**config.mk**
```make
export PLATFORM = sky130hd
export DESIGN_NAME = tuner_frequency_meter
export DESIGN_NICKNAME = d
export VERILOG_FILES = /design/src/hw/rtl/tfm_pkg.sv /design/src/hw/rtl/tfm_ram.sv /design/src/hw/rtl/tfm_div.sv /design/src/hw/rtl/tuner_frequency_meter.sv
export SDC_FILE = /design/constraint.sdc
export NUM_CORES = 1
export LEC_CHECK = 0
export BUFFER_PORTS_ARGS = -buffer_cell sky130_fd_sc_hd__buf_2
export CORE_AREA = 3 3 281 283
export DETAILED_ROUTE_END_ITERATION = 8
export DIE_AREA = 0 0 284 286
export PLACE_DENSITY = 0.61
export SLEW_MARGIN = 20
export SYNTH_ARGS = -nofsm -noshare
export SYNTH_HDL_FRONTEND = slang
export SYNTH_SLANG_ARGS = --single-unit
```
**constraint.sdc**
```tcl
create_clock -name clk_i -period 6.6 [get_ports clk_i]
set_clock_uncertainty 0.15 [all_clocks]
set_input_delay 0.99 -clock clk_i [delete_from_list [all_inputs] [get_ports clk_i]]
set_output_delay 0.99 -clock clk_i [all_outputs]
set_load 0.1 [all_outputs]
```
**src/hw/rtl/tfm_pkg.sv**
```systemverilog
// Package for the tuner frequency meter: request and result types, divider
// handshake types, FSM states and the per-string constant tables.
// No dependencies.
package tfm_pkg;

  localparam int unsigned WINDOW_LEN_DEF = 20;

  localparam int unsigned PERIOD_W = 20;
  localparam int unsigned FREQ_W   = 20;
  localparam int unsigned AVG_W    = 9;
  localparam int unsigned STR_W    = 3;
  localparam int unsigned PCT_W    = 8;
  localparam int unsigned LED_W    = 3;
  localparam int unsigned TONE_W   = 9;
  localparam int unsigned FC_W     = 16;
  localparam int unsigned BAND_W   = 19;
  localparam int unsigned F1K_W    = 30;

  // Shared divider: widest dividend is avg * 10000, widest divisor the period
  localparam int unsigned DVD_W = 23;
  localparam int unsigned DVS_W = 20;

  localparam logic [DVD_W-1:0] FreqNumer  = DVD_W'(1000000);
  localparam logic [13:0]      PctScale   = 14'd10000;
  localparam logic [9:0]       KiloScale  = 10'd1000;
  localparam logic [STR_W-1:0] StrFirst   = STR_W'(1);
  localparam logic [STR_W-1:0] StrLast    = STR_W'(6);

  typedef struct packed {
    logic                cmd;
    logic [PERIOD_W-1:0] edge_period;
    logic                button_pressed;
  } tfm_req_t;

  typedef struct packed {
    logic              kind;
    logic [FREQ_W-1:0] freq_hz;
    logic              sample_taken;
    logic [AVG_W-1:0]  avg_hz;
    logic [STR_W-1:0]  string_num;
    logic [PCT_W-1:0]  deviation_pct;
    logic [LED_W-1:0]  led_index;
    logic [TONE_W-1:0] tone_period_us;
  } tfm_rsp_t;

  typedef struct packed {
    logic             start;
    logic [DVD_W-1:0] dividend;
    logic [DVS_W-1:0] divisor;
  } div_req_t;

  typedef struct packed {
    logic             done;
    logic [DVD_W-1:0] quotient;
  } div_rsp_t;

  typedef enum logic [2:0] {
    ST_IDLE,
    ST_DIV_FREQ,
    ST_BAND,
    ST_DIV_AVG,
    ST_MUL,
    ST_PCT,
    ST_DIV_PCT,
    ST_OUT
  } state_e;

  // Target frequency in 0.01 Hz; an out-of-range select maps to the lowest string
  function automatic logic [FC_W-1:0] target_fc(input logic [STR_W-1:0] s);
    logic [FC_W-1:0] fc;
    case (s)
      3'd1:    fc = 16'd32963;
      3'd2:    fc = 16'd24694;
      3'd3:    fc = 16'd19600;
      3'd4:    fc = 16'd14683;
      3'd5:    fc = 16'd11000;
      default: fc = 16'd8241;
    endcase
    return fc;
  endfunction

  // floor(2132000 / Fc)
  function automatic logic [TONE_W-1:0] tone_of(input logic [STR_W-1:0] s);
    logic [TONE_W-1:0] t;
    case (s)
      3'd1:    t = 9'd64;
      3'd2:    t = 9'd86;
      3'd3:    t = 9'd108;
      3'd4:    t = 9'd145;
      3'd5:    t = 9'd193;
      default: t = 9'd258;
    endcase
    return t;
  endfunction

  function automatic logic [BAND_W-1:0] band_lo(input logic [STR_W-1:0] s);
    return {target_fc(s), 3'b000};
  endfunction

  function automatic logic [BAND_W-1:0] band_hi(input logic [STR_W-1:0] s);
    return BAND_W'({target_fc(s), 3'b000} + {1'b0, target_fc(s), 2'b00});
  endfunction

  // Seven-position bar; tighter bins on the three high strings
  function automatic logic [LED_W-1:0] led_grade(input logic [PCT_W-1:0] p,
                                                 input logic [STR_W-1:0] s);
    logic [PCT_W-1:0] a_lo, b_lo, c_lo, c_hi, b_hi, a_hi;
    logic [LED_W-1:0] led;
    if (s <= 3'd3) begin
      a_lo = 8'd95; b_lo = 8'd97; c_lo = 8'd99;
      c_hi = 8'd101; b_hi = 8'd103; a_hi = 8'd105;
    end else begin
      a_lo = 8'd90; b_lo = 8'd94; c_lo = 8'd98;
      c_hi = 8'd102; b_hi = 8'd106; a_hi = 8'd110;
    end
    if (p <= a_lo)      led = 3'd0;
    else if (p <= b_lo) led = 3'd1;
    else if (p <= c_lo) led = 3'd2;
    else if (p <= c_hi) led = 3'd3;
    else if (p <= b_hi) led = 3'd4;
    else if (p <= a_hi) led = 3'd5;
    else                led = 3'd6;
    return led;
  endfunction

endpackage

```
**src/hw/rtl/tfm_ram.sv**
```systemverilog
// Generic single-write, single-read RAM with registered read data.
// No dependencies.
module tfm_ram #(
  parameter int unsigned WIDTH = 8,
  parameter int unsigned DEPTH = 16,
  localparam int unsigned AW = (DEPTH > 1) ? $clog2(DEPTH) : 1
) (
  input  logic             clk_i,
  input  logic             we_i,
  input  logic [AW-1:0]    waddr_i,
  input  logic [WIDTH-1:0] wdata_i,
  input  logic [AW-1:0]    raddr_i,
  output logic [WIDTH-1:0] rdata_o
);

  logic [WIDTH-1:0] mem_q [DEPTH];
  logic [WIDTH-1:0] rdata_q;

  always_ff @(posedge clk_i) begin
    if (we_i) begin
      mem_q[waddr_i] <= wdata_i;
    end
    rdata_q <= mem_q[raddr_i];
  end

  assign rdata_o = rdata_q;

endmodule

```
**src/hw/rtl/tfm_div.sv**
```systemverilog
// Restoring divider, one quotient bit per cycle.
// Depends on tfm_pkg for widths and the request/response structs.
module tfm_div (
  input  logic              clk_i,
  input  logic              rst_ni,
  input  tfm_pkg::div_req_t req_i,
  output tfm_pkg::div_rsp_t rsp_o
);
  import tfm_pkg::*;

  localparam int unsigned CNT_W = $clog2(DVD_W + 1);

  logic [DVD_W-1:0] quo_q, quo_d;
  logic [DVS_W-1:0] rem_q, rem_d;
  logic [DVS_W-1:0] dvs_q, dvs_d;
  logic [CNT_W-1:0] cnt_q, cnt_d;
  logic             done_q, done_d;
  logic [DVS_W:0]   shifted;
  logic [DVS_W+1:0] diff;

  assign shifted = {rem_q, quo_q[DVD_W-1]};
  assign diff    = {1'b0, shifted} - {2'b00, dvs_q};

  always_comb begin
    quo_d  = quo_q;
    rem_d  = rem_q;
    dvs_d  = dvs_q;
    cnt_d  = cnt_q;
    done_d = 1'b0;
    if (req_i.start) begin
      quo_d = req_i.dividend;
      rem_d = '0;
      dvs_d = req_i.divisor;
      cnt_d = CNT_W'(DVD_W);
    end else if (cnt_q != '0) begin
      // keep the partial remainder when the trial subtract goes negative
      rem_d  = diff[DVS_W+1] ? shifted[DVS_W-1:0] : diff[DVS_W-1:0];
      quo_d  = {quo_q[DVD_W-2:0], ~diff[DVS_W+1]};
      cnt_d  = cnt_q - 1'b1;
      done_d = (cnt_q == CNT_W'(1));
    end
  end

  always_ff @(posedge clk_i or negedge rst_ni) begin
    if (!rst_ni) begin
      cnt_q  <= '0;
      done_q <= 1'b0;
    end else begin
      cnt_q  <= cnt_d;
      done_q <= done_d;
    end
  end

  always_ff @(posedge clk_i) begin
    quo_q <= quo_d;
    rem_q <= rem_d;
    dvs_q <= dvs_d;
  end

  assign rsp_o.done     = done_q;
  assign rsp_o.quotient = quo_q;

  // remainder must stay below the divisor while a divide runs
  a_rem_lt_dvs: assert property (@(posedge clk_i) disable iff (!rst_ni)
    (cnt_q != '0) && !req_i.start |-> rem_q < dvs_q)
    else $error("divider remainder not below divisor");

  a_done_after_last: assert property (@(posedge clk_i) disable iff (!rst_ni)
    done_q |-> $past(cnt_q) == CNT_W'(1))
    else $error("divider done without last step");

  a_start_idle: assert property (@(posedge clk_i) disable iff (!rst_ni)
    req_i.start |-> cnt_q == '0)
    else $error("divider restarted while busy");

endmodule

```
**src/hw/rtl/tuner_frequency_meter.sv**
```systemverilog
// Tuner frequency meter top: control FSM, sample window with running sum.
// Depends on tfm_pkg, tfm_div and tfm_ram.
//
//  channel | signals                          | payload
//  --------+----------------------------------+------------------------------
//  in      | in_valid_i / in_ready_o          | in_req_i  (edge or tick)
//  out     | out_valid_o / out_ready_i        | out_rsp_o (one result each)
//
// Edge request: bit-serial divide (skipped for period zero), then ST_BAND and
// ST_OUT. Tick request: two divider passes (sum / window, then percent). One
// request is worked at a time; a new one is taken once the previous result sits
// in the output register, so a stalled output holds only the following result.
// Reset clears the window valid bits, write position, sum and selects string 1;
// no clearing pass.
module tuner_frequency_meter #(
  parameter int unsigned WINDOW_LEN = tfm_pkg::WINDOW_LEN_DEF
) (
  input  logic              clk_i,
  input  logic              rst_ni,
  input  logic              in_valid_i,
  output logic              in_ready_o,
  input  tfm_pkg::tfm_req_t in_req_i,
  output logic              out_valid_o,
  input  logic              out_ready_i,
  output tfm_pkg::tfm_rsp_t out_rsp_o
);
  import tfm_pkg::*;

  localparam int unsigned POS_W = (WINDOW_LEN > 1) ? $clog2(WINDOW_LEN) : 1;
  localparam int unsigned SUM_W = $clog2(WINDOW_LEN * 511 + 1);
  localparam int unsigned PROD_W = DVD_W;

  state_e state_q, state_d;

  div_req_t div_req;
  div_rsp_t div_rsp;

  logic                  btn_q;
  logic [STR_W-1:0]      str_q;
  logic [POS_W-1:0]      wpos_q;
  logic [SUM_W-1:0]      sum_q;
  logic [WINDOW_LEN-1:0] vld_q;
  logic                  vld_rd_q;
  logic [FREQ_W-1:0]     freq_q;
  logic [F1K_W-1:0]      f1k_q;
  logic [AVG_W-1:0]      avg_q;
  logic [TONE_W-1:0]     tone_q;
  logic [PROD_W-1:0]     prod_q;
  tfm_rsp_t              res_q;
  tfm_rsp_t              out_q;
  logic                  out_valid_q;

  logic             accept;
  logic             zero_period;
  logic             taken;
  logic             ram_we;
  logic             load_out;
  logic [AVG_W-1:0] ram_rdata;
  logic [AVG_W-1:0] old_smp;
  logic [AVG_W-1:0] avg_sat;
  logic [PCT_W-1:0] pct_sat;

  assign accept      = in_valid_i && in_ready_o;
  assign zero_period = (in_req_i.edge_period == '0);
  assign taken       = (f1k_q > F1K_W'(band_lo(str_q))) && (f1k_q < F1K_W'(band_hi(str_q)));
  assign old_smp     = vld_rd_q ? ram_rdata : '0;
  assign avg_sat     = (|div_rsp.quotient[DVD_W-1:AVG_W]) ? '1 : div_rsp.quotient[AVG_W-1:0];
  assign pct_sat     = (|div_rsp.quotient[DVD_W-1:PCT_W]) ? '1 : div_rsp.quotient[PCT_W-1:0];
  assign load_out    = (state_q == ST_OUT) && (!out_valid_q || out_ready_i);

  // Next state
  always_comb begin
    state_d = state_q;
    case (state_q)
      ST_IDLE: begin
        if (accept) begin
          if (in_req_i.cmd)     state_d = ST_DIV_AVG;
          else if (zero_period) state_d = ST_BAND;
          else                  state_d = ST_DIV_FREQ;
        end
      end
      ST_DIV_FREQ: if (div_rsp.done) state_d = ST_BAND;
      ST_BAND:     state_d = ST_OUT;
      ST_DIV_AVG:  if (div_rsp.done) state_d = ST_MUL;
      ST_MUL:      state_d = ST_PCT;
      ST_PCT:      state_d = ST_DIV_PCT;
      ST_DIV_PCT:  if (div_rsp.done) state_d = ST_OUT;
      ST_OUT:      if (load_out) state_d = ST_IDLE;
      default:     state_d = ST_IDLE;
    endcase
  end

  // Outputs of the FSM
  always_comb begin
    in_ready_o       = 1'b0;
    ram_we           = 1'b0;
    div_req.start    = 1'b0;
    div_req.dividend = FreqNumer;
    div_req.divisor  = in_req_i.edge_period;
    case (state_q)
      ST_IDLE: begin
        in_ready_o = 1'b1;
        if (in_req_i.cmd) begin
          div_req.dividend = DVD_W'(sum_q);
          div_req.divisor  = DVS_W'(WINDOW_LEN);
        end
        div_req.start = in_valid_i && (in_req_i.cmd || !zero_period);
      end
      ST_BAND: ram_we = taken;
      ST_PCT: begin
        div_req.start    = 1'b1;
        div_req.dividend = prod_q;
        div_req.divisor  = DVS_W'(target_fc(str_q));
      end
      default: ;
    endcase
  end

  always_ff @(posedge clk_i or negedge rst_ni) begin
    if (!rst_ni) begin
      state_q     <= ST_IDLE;
      str_q       <= StrFirst;
      wpos_q      <= '0;
      sum_q       <= '0;
      vld_q       <= '0;
      vld_rd_q    <= 1'b0;
      out_valid_q <= 1'b0;
    end else begin
      state_q  <= state_d;
      vld_rd_q <= vld_q[wpos_q];
      if (state_q == ST_BAND) begin
        if (taken) begin
          sum_q         <= sum_q - SUM_W'(old_smp) + SUM_W'(freq_q[AVG_W-1:0]);
          vld_q[wpos_q] <= 1'b1;
        end
        // advance on every edge, stored or not
        wpos_q <= (wpos_q == POS_W'(WINDOW_LEN - 1)) ? '0 : wpos_q + 1'b1;
      end
      if ((state_q == ST_DIV_AVG) && div_rsp.done && btn_q) begin
        str_q <= (str_q == StrLast) ? StrFirst : str_q + 1'b1;
      end
      if (load_out)         out_valid_q <= 1'b1;
      else if (out_ready_i) out_valid_q <= 1'b0;
    end
  end

  always_ff @(posedge clk_i) begin
    if (accept) begin
      btn_q  <= in_req_i.button_pressed;
      freq_q <= '0;
      f1k_q  <= '0;
    end
    if ((state_q == ST_DIV_FREQ) && div_rsp.done) begin
      freq_q <= div_rsp.quotient[FREQ_W-1:0];
      f1k_q  <= F1K_W'(div_rsp.quotient[FREQ_W-1:0]) * F1K_W'(KiloScale);
    end
    if ((state_q == ST_DIV_AVG) && div_rsp.done) begin
      avg_q  <= avg_sat;
      tone_q <= tone_of(str_q);
    end
    if (state_q == ST_MUL) begin
      prod_q <= PROD_W'(avg_q) * PROD_W'(PctScale);
    end
    if (state_q == ST_BAND) begin
      res_q <= '{kind: 1'b0, freq_hz: freq_q, sample_taken: taken, avg_hz: '0,
                 string_num: str_q, deviation_pct: '0, led_index: '0,
                 tone_period_us: '0};
    end
    if ((state_q == ST_DIV_PCT) && div_rsp.done) begin
      res_q <= '{kind: 1'b1, freq_hz: '0, sample_taken: 1'b0, avg_hz: avg_q,
                 string_num: str_q, deviation_pct: pct_sat,
                 led_index: led_grade(pct_sat, str_q), tone_period_us: tone_q};
    end
    if (load_out) begin
      out_q <= res_q;
    end
  end

  tfm_div u_div (
    .clk_i  (clk_i),
    .rst_ni (rst_ni),
    .req_i  (div_req),
    .rsp_o  (div_rsp)
  );

  tfm_ram #(
    .WIDTH (AVG_W),
    .DEPTH (WINDOW_LEN)
  ) u_ring (
    .clk_i   (clk_i),
    .we_i    (ram_we),
    .waddr_i (wpos_q),
    .wdata_i (freq_q[AVG_W-1:0]),
    .raddr_i (wpos_q),
    .rdata_o (ram_rdata)
  );

  assign out_valid_o = out_valid_q;
  assign out_rsp_o   = out_q;

  a_div_done_state: assert property (@(posedge clk_i) disable iff (!rst_ni)
    div_rsp.done |-> (state_q == ST_DIV_FREQ) || (state_q == ST_DIV_AVG) ||
                     (state_q == ST_DIV_PCT))
    else $error("divider finished outside a wait state");

  a_string_range: assert property (@(posedge clk_i) disable iff (!rst_ni)
    (str_q >= StrFirst) && (str_q <= StrLast))
    else $error("string select out of range");

  a_wpos_range: assert property (@(posedge clk_i) disable iff (!rst_ni)
    wpos_q < POS_W'(WINDOW_LEN - 1) || wpos_q == POS_W'(WINDOW_LEN - 1))
    else $error("write position beyond window");

  a_taken_edge: assert property (@(posedge clk_i) disable iff (!rst_ni)
    out_valid_o && out_rsp_o.sample_taken |-> !out_rsp_o.kind && (out_rsp_o.freq_hz != '0))
    else $error("stored sample on a tick or at zero frequency");

  a_sum_bound: assert property (@(posedge clk_i) disable iff (!rst_ni)
    ram_we |=> sum_q <= SUM_W'(WINDOW_LEN * 511))
    else $error("running sum exceeds window bound");

endmodule
```
-- Word-level counts from Yosys, hierarchy flattened
Memory sizes are Yosys's and may differ from the RTL's. A register that Yosys moved wholly into a read port is not among the register bits.
Index checks and enable logic that the tools add are counted.
Widths: inputs -> output; s select.
- add/subtract/negate cells: 7
- multipliers: 2
- div/mod/pow operators: 0
- magnitude comparators: 11
- equal/unequal tests: 20
- shifts and indexed selects: 0
- multiplexer cells: 57
- bitwise gates (word level): 2
- reduce and logical (&&, ||, !) cells: 24
- operators by type and width (kind ; number):
    $pmux 44 s2 ; 1
    $pmux 16 s5 ; 1
    $mux 32 ; 2
    $mux 20 ; 3
    $mux 30 ; 2
    $mux 8 ; 7
    $le 8x8->1 ; 6
    $mux 23 ; 2
    $pmux 9 s5 ; 1
    $mux 40 ; 1
    $mux 3 ; 12
    $gt 30x19->1 ; 1
    $lt 30x19->1 ; 1
    $mul 20x7->27 const B ; 1
    $pmux 3 s8 ; 1
    $sub 21x20->22 ; 1
    $eq 3x3->1 const B ; 7
    $logic_not 20->1 ; 1
    $or 20x20->20 ; 1
    $add 19x18->19 ; 1
    $mul 9x10->19 const B ; 1
    $mux 5 ; 3
    $reduce_or 15->1 ; 1
    $add 14x9->14 ; 1
    other kinds (30) ; 64
- flip-flop bits (word level): 309
- latch bits: 0
- bits in writable memories: 180
- ROM bits: 0
- input bits: 26
- output and inout port bits: 56
- logic and storage cells: 158
- memories kept: 1
- memories (memory ; words ; width ; read ports ; clocked after memory_dff ; wr ports ; RTL line ; text):
    u_ring.mem_q ; 20 ; 9 ; 1 ; 1 ; 1 ; tfm_ram.sv:16 ; logic [WIDTH-1:0] mem_q [DEPTH];

-- Logic depth before layout (Yosys ltp)
Gate-level depths: netlist of run 1.
- depth after elaboration: 11
- mapped depth: 28
- depth with buffers taken out: 26

-- Hierarchy
From an unflattened synthesis of run 1, not the netlist that was laid out.
- cell total of the unflattened synthesis: 2266
- area, all modules: 27710.3 um^2
- by module, submodules not included (module ; times used ; cells an instance ; area each (um^2) ; seq. area each (um^2)):
    tuner_frequency_meter ; 1 ; 1500 ; 16195.5 ; 6512.5
    tfm_ram ; 1 ; 369 ; 7352.1 ; 5585.4
    tfm_div ; 1 ; 397 ; 4162.7 ; 1841.8

-- Least setup slack after synthesis of run 1
Ideal clock, no wire load.
- path type: flip-flop to flip-flop
- from: reg str_q[0]
- to: mem u_ring.mem_q[18][0] (netlist name), enable pin
- library setup time: 0.388 ns
- data arrival time: 4.881 ns
- required time: 6.062 ns
- slack: 1.181 ns
- cell stages (with the launch flop): 26
- buffers on the path: 2
- clock period less this slack: 5.419 ns
- path through: dfstp_2 -> buf_4 -> nor2b_1 -> clkbuf_1 -> nand2_1 -> ha_1 -> nor2b_1 -> inv_1 -> nand2_1 -> inv_1 -> nor2_1 -> inv_1 -> ha_1 -> nand3_1 -> nand2_1 -> a21oi_1 -> nor2b_1 -> o21ai_0 -> mux2i_1 -> ha_1 -> or3_1 -> o211ai_1 -> o41ai_1 -> nand4_1 -> nand3_4 -> nor3_1
- longest elaborated chain between the ends: 8
- elaborated cells between the ends (all ways): 13
- classes of those cells: 1 x add/sub; 2 x order compare; 5 x eq/ne; 4 x mux; 1 x reduce/logical
- RTL lines (element ; RTL line ; text):
    start, declared ; tuner_frequency_meter.sv:39 ; logic [STR_W-1:0] str_q;
    start signal, assigned ; tuner_frequency_meter.sv:122 ; str_q <= StrFirst;
    start signal, assigned ; tuner_frequency_meter.sv:140 ; str_q <= (str_q == StrLast) ? StrFirst : str_q + 1'b1;
    $eq 3x3->1 (tied with other cells) ; tfm_pkg.sv:71 ; case (s)
    $pmux 16 s5 * ; tfm_pkg.sv:71 ;
    $add 19x18->19 ; tfm_pkg.sv:101 ; return BAND_W'({target_fc(s), 3'b000} + {1'b0, target_fc(s), 2'b00});
    $lt 30x19->1 ; tuner_frequency_meter.sv:65 ; assign taken = (f1k_q > F1K_W'(band_lo(str_q))) && (f1k_q < F1K_W'(band_hi(str_q)));
    $logic_and 1x1->1 * ; tuner_frequency_meter.sv:65 ;
    $mux 1 * ; tuner_frequency_meter.sv:100 ; case (state_q)
    $mux 1 * ; tfm_ram.sv:20 ; if (we_i) begin
    $mux 1 (not written as such) * ; tfm_ram.sv:21 ; mem_q[waddr_i] <= wdata_i;
    end, declared ; tfm_ram.sv:16 ;
Mark *: on every way between the ends. The rest lies on a longest branch, timed or not.

-- Worst setup path in the final report of run 1
- from: reg str_q[2]
- to: mem u_ring.mem_q[1][2] (netlist name), enable pin
Same word-level chain as after synthesis.

==> flow_summary.yaml, run 1 <==
run_status:
  outcome: "complete, no violations"
synth:
  synthArstFlopShare_pct: 10.8
  ys.flop_type: "edfxtp_1"
  yosys_warnings: 0
  synth_edf_count: 386
  seq_area_frac_synth_pct: 52.1
  syn_nets: 2482
  synth-seq-cells: 490
  synth_cell_types: 86
  synth_area_mm2: 0.0268
  netlist_instances: 2151
  syn_avg_cell_area_um2: 12.4
sta:
  finalSetupViolations: 0
  fin_crit_ns: 6.14
  hold_viol: 0
  tns_ns: 0
  slew-limit-headroom_pct: 24.2
  grt_setup_unrepaired: "true"
  drv_slew: 0
  worstMarginPinSlew_ns: 1.13
  max_freq_mhz: 163
  worst_slack_ns: 0.463
  fin_crit_sh_pct: 93.0
global_routing:
  antenna_found_initial: 0
  grt_overflow_total: 0
  grt_max_degree: 57
  grt_pass1_vias: 18000
  grt_use_total_pct: 16.1
  grt_pass1_wl_um: 103000
hold_path:
  holdPathStages: 0
  hp-class: "flop to flop"
  holdPathEnd: "out_rsp_o[21]"
  min_from: "res_q[21]"
critical_path:
  critPathBufInv: 5
  ff2ff_setup_slack_ns: 0.46
  r2r-end: "u_ring.mem_q[1][2]"
  r2r_start: "str_q[2]"
  crit_path_end_kind: "flop"
  start_kind: "flop"
  rr_worst_depth: 24
  worst_path_most_repeated_cell: "inv_1"
  arrival_ns: 6.20
  critPathTopFamily: "simple AND/OR/NAND/NOR gates"
  crit_slowest_cell: "nor3_2"
  max_stage_delay_ns: 0.73
  worst_ep_required_time_ns: 6.67
  crit_type: "flop to flop"
  path_cells: "inv_1 -> nor3_1 -> inv_1 -> ha_1 -> nor2b_1 -> inv_1 -> nand2_1 -> inv_1 -> nor2_1 -> inv_1 -> ha_1 -> nand3_1 -> nand2_1 -> a21oi_1 -> nor2b_1 -> o21ai_0 -> mux2i_1 -> ha_1 -> or3_1 -> o211ai_1 -> o41ai_1 -> nand4_1 -> nand3_4 -> nor3_2"
  worst-path-max-fanout: 14
floorplanning:
  start_util_pct: 34.8
  die_w_um: 284
  fp.coreArea_mm2: 0.0770
  dieArea_mm2: 0.0812
  num_rows: 102
  ioPinCount: 82
  fp.dieH_um: 286
place:
  dp_hpwl_um: 46800
  dpl_cell_area_mm2: 0.0285
  place_ws_ns: 0.556
  placed_cells: 3239
  io_buffers: 81
  gp_congestion: 0.888
clock_tree:
  cts_tree: "yes"
  cts-root-buf: "clkbuf_16"
  clkTransAtPathRegs_ns: 0.07
  cts.sinks: 490
  clock_latency_ns: 0.60
  hold_buffers: 0
  cts-resized-gates: 0
  htreeDepth: 2
  post_cts_buffers: 0
  cts_buffer_depth: 3
  cts_buffers: 53
detailed_routing:
  viasPerCell: 5.17
  wl_per_cell_um: 19.8
  wl_um: 66100
  ant_nets: 0
  initialDrtViolationCount: 1209
  first_pass_iters: 5
  drc: 0
  vias: 17300
cells_and_area:
  diodes: 0
  layout-drive-gt1-share_pct: 13.7
  nNetsFinal: 2586
  nFillCells: 7189
  final_cells: 3340
  final_area_mm2: 0.0305
  syn_to_final_growth_pct: 13.9
  final_common_cell: "edfxtp_1"
  final_cell_mix: "386 x edfxtp_1, 208 x ha_1, 179 x inv_1"
flow_run:
  maxCapViolCount: 0
## flip-flops by register name, summed over array words and instances (netlist names), 14 cells and up
name,count
vld_q,20
u_ring.mem_q,180
freq_q,20
u_div.quo_q,23
sum_q,14
out_rsp_o,52
u_div.rem_q,20
res_q,52
u_div.dvs_q,20
f1k_q,25
prod_q,19
## routing by layer
metal,wire length (µm),track usage (%),up-vias
li1,-,-,8021
met1,27700,20.4,8658
met2,33000,28.1,452
met3,3130,2.45,122
met4,2340,5.89,0
met5,0,0,-
## final cells by class
cell class	count	area [µm²]	share of cell area, %
sequential	490	13900	45.8
multi-input combinational	1406	11800	38.9
clock buffer	65	1450	4.77
tap	1040	1300	4.27
timing repair buffer	123	741	2.43
inverter	181	679	2.23
clock inverter	35	513	1.68
## worst register-to-register path: stages (launching register included)
cell and delay [ns]:
dfrtp_1 0.60, inv_1 0.17, nor3_1 0.41, inv_1 0.14, ha_1 0.34, nor2b_1 0.19, inv_1 0.13, nand2_1 0.21
inv_1 0.18, nor2_1 0.10, inv_1 0.12, ha_1 0.17, nand3_1 0.08, nand2_1 0.09, a21oi_1 0.09, nor2b_1 0.13
o21ai_0 0.10, mux2i_1 0.15, ha_1 0.36, or3_1 0.37, o211ai_1 0.12, o41ai_1 0.12, nand4_1 0.22, nand3_4 0.29
nor3_2 0.74
## stage by stage
step                      hold slack (ns)  utilization [%]
after floorplan                     0.250                -
after detailed placement            0.255             37.0
final                               0.269             39.6
after global routing                0.275             39.6
after global placement              0.255             37.0
after CTS                           0.269             39.5
## kinds of logic after synthesis
family | after synthesis | share of synthesized area (%)
simple gates | 567 | 10.7
flops | 490 | 52.1
compound gates | 398 | 9.36
fa+ha+maj | 305 | 17.0
buf+inv | 255 | 3.78
mux | 70 | 4.96
xor+xnor | 66 | 2.16
## worst max-delay path by stage
stage / start / end / slack, ns / cells past startpoint
after detailed placement: str_q[2] / u_ring.mem_q[1][3] / 0.56 / 24
after CTS: str_q[2] / u_ring.mem_q[1][3] / 0.50 / 21
after global placement: str_q[2] / u_ring.mem_q[1][2] / 0.76 / 21
after global routing: str_q[2] / u_ring.mem_q[1][2] / -0.03 / 24
final: str_q[2] / u_ring.mem_q[1][2] / 0.46 / 24
after floorplan: str_q[0] / u_ring.mem_q[18][0] / 1.18 / 25
## Yosys cell counts, drive strengths merged, types with 4 or more instances
library cell	instances	area share, %
nand2	169	2.4
nor2b	16	0.37
a211oi	13	0.38
nand2b	21	0.49
a2111oi	4	0.15
a311oi	5	0.16
nand3	42	0.85
fa	97	7.3
a22o	4	0.13
a21oi	132	2.5
nor3	49	1.1
a21o	27	0.76
ha	208	9.7
or2	32	0.75
buf	20	0.48
and3	31	0.74
and2	36	0.84
a221o	10	0.37
nand3b	5	0.14
mux4	50	4.2
o31ai	6	0.17
o21a	11	0.31
xor2	28	0.92
o21bai	9	0.25
dfrtp	52	4.9
mux2i	19	0.71
inv	180	2.5
o211ai	12	0.36
or3	12	0.28
dfxtp	51	3.8
edfxtp	386	43
xnor2	38	1.2
clkbuf	54	0.76
a31oi	9	0.21
a221oi	4	0.20
nor2	120	1.7
nand4b	4	0.13
nor4	12	0.34
o21ai	110	2.1
o211a	4	0.15
a22oi	7	0.20
nand4	13	0.36
Power of run 1 is not shown: default switching activity piles up to over one toggle a cycle in this logic, so the estimate is an artifact.
==> run 2, diff against run 1 <==
CTS_BUF_LIST = sky130_fd_sc_hd__clkbuf_8   (was unset)
==> run 2 against run 1 <==
Die area stayed put. Core utilization is 0.27 points lower. Count of clock-buffer cells in the layout is 24 higher. Final cell count is 1.7% higher. Highest routed layer unchanged. Routed wire length hardly changed. Non-clock buffer count stayed put. Register-to-register slack better by 0.04 ns. Flip-flop and latch count stayed put.
==> flow_summary.yaml, run 2 (same netlist as run 1, synthesis figures left out) <==
run_status:
  outcome: "complete, no violations"
flow_run:
  maxCapViolCount: 0
place:
  dp_hpwl_um: 46800
  dpl_cell_area_mm2: 0.0285
  io_buffers: 81
  gp_congestion: 0.888
floorplanning:
  ioPinCount: 82
  die_w_um: 284
  start_util_pct: 34.8
  fp.coreArea_mm2: 0.0770
  num_rows: 102
  dieArea_mm2: 0.0812
  fp.dieH_um: 286
clock_tree:
  hold_buffers: 0
  cts_buffer_depth: 3
  clkTransAtPathRegs_ns: 0.06
  cts_tree: "yes"
  cts_buffers: 83
  cts-root-buf: "clkbuf_8"
  clock_latency_ns: 0.69
  cts.sinks: 490
  post_cts_buffers: 0
  cts-resized-gates: 0
  htreeDepth: 3
detailed_routing:
  first_pass_iters: 7
  vias: 17500
  wl_um: 66100
  initialDrtViolationCount: 1192
  viasPerCell: 5.15
  wl_per_cell_um: 19.5
  drc: 0
  ant_nets: 0
global_routing:
  antenna_found_initial: 1
  grt_overflow_total: 0
  grt_pass1_wl_um: 104000
  grt_max_degree: 57
  grt_use_total_pct: 16.3
  grt_pass1_vias: 18100
hold_path:
  hp-class: "flop to flop"
sta:
  worstMarginPinSlew_ns: 1.15
  fin_crit_sh_pct: 92.4
  tns_ns: 0
  finalSetupViolations: 0
  drv_slew: 0
  slew-limit-headroom_pct: 23.2
  grt_setup_unrepaired: "true"
  hold_viol: 0
  fin_crit_ns: 6.10
  holdWs_ns: 0.268
  max_freq_mhz: 164
cells_and_area:
  final_area_mm2: 0.0303
  layout-drive-gt1-share_pct: 14.5
  nNetsFinal: 2616
  largest_reg_flops: 180
  syn_to_final_growth_pct: 13.1
  post-route-util_pct: 39.3
  final_common_cell: "edfxtp_1"
  top_register: "u_ring.mem_q"
  final_cell_mix: "386 x edfxtp_1, 208 x ha_1, 200 x inv_1"
critical_path:
  worst-path-max-fanout: 14
  start_kind: "flop"
  worst_ep_required_time_ns: 6.74
  crit_type: "flop to flop"
  crit_path_end_kind: "flop"
  arrival_ns: 6.24
[run 2: area by class of cell]
cell class | count | area, µm²
antenna | 1 | 2.50
timing repair buffer | 123 | 741
multi-input combinational | 1406 | 11800
tap | 1040 | 1300
clock buffer | 89 | 1220
clock inverter | 66 | 527
sequential | 490 | 13900
fill | 7243 | 46700
inverter | 181 | 679
[run 2: per-layer routing]
metal,routed length (µm),up-vias,GRT usage [%]
li1,-,8090,-
met1,27800,8784,20.5
met2,32900,477,28.1
met3,3010,128,2.49
met4,2380,0,6.65
met5,0,-,0
[run 2: path summary, 6_finish.rpt]
| check | from | endpoint | slack [ns] | cells after the start |
|---|---|---|---|---|
| max | str_q[2] | u_ring.mem_q[11][0] | 0.50 | 24 |
| min | res_q[6] | out_rsp_o[6] | 0.27 | 0 |
| max reg2reg | str_q[2] | u_ring.mem_q[11][0] | 0.50 | 24 |
| min reg2reg | res_q[6] | out_rsp_o[6] | 0.27 | 0 |
| max in group asynchronous | rst_ni | wpos_q[0] | 5.30 | 2 |
| min in group asynchronous | rst_ni | out_valid_o | 0.37 | 2 |
[run 2: stage by stage]
| stage | cells | setup WS [ns] |
|---|---|---|
| 5_1_grt | 3396 | -0.0444 |
| 4_1_cts | 3394 | 0.481 |
| 3_5_place_dp | 3239 | 0.556 |
| 6_report | 3396 | 0.504 |
| 3_3_place_gp | 3239 | 0.761 |
| 2_1_floorplan | 2151 | 1.18 |
[run 2: worst max-delay path, cell delays in order (launching register included)]
cell      delay [ns]
dfrtp_1         0.59
inv_1           0.16
nor3_1          0.42
inv_1           0.14
ha_1            0.34
nor2b_1         0.19
inv_1           0.13
nand2_1         0.20
inv_1           0.18
nor2_1          0.10
inv_1           0.12
ha_1            0.17
nand3_1         0.08
nand2_1         0.09
a21oi_1         0.09
nor2b_1         0.12
o21ai_0         0.10
mux2i_1         0.15
ha_1            0.35
or3_1           0.37
o211ai_1        0.12
o41ai_1         0.12
nand4_1         0.22
nand3_4         0.29
nor3_2          0.69
Power of run 2 is left out for the same reason.
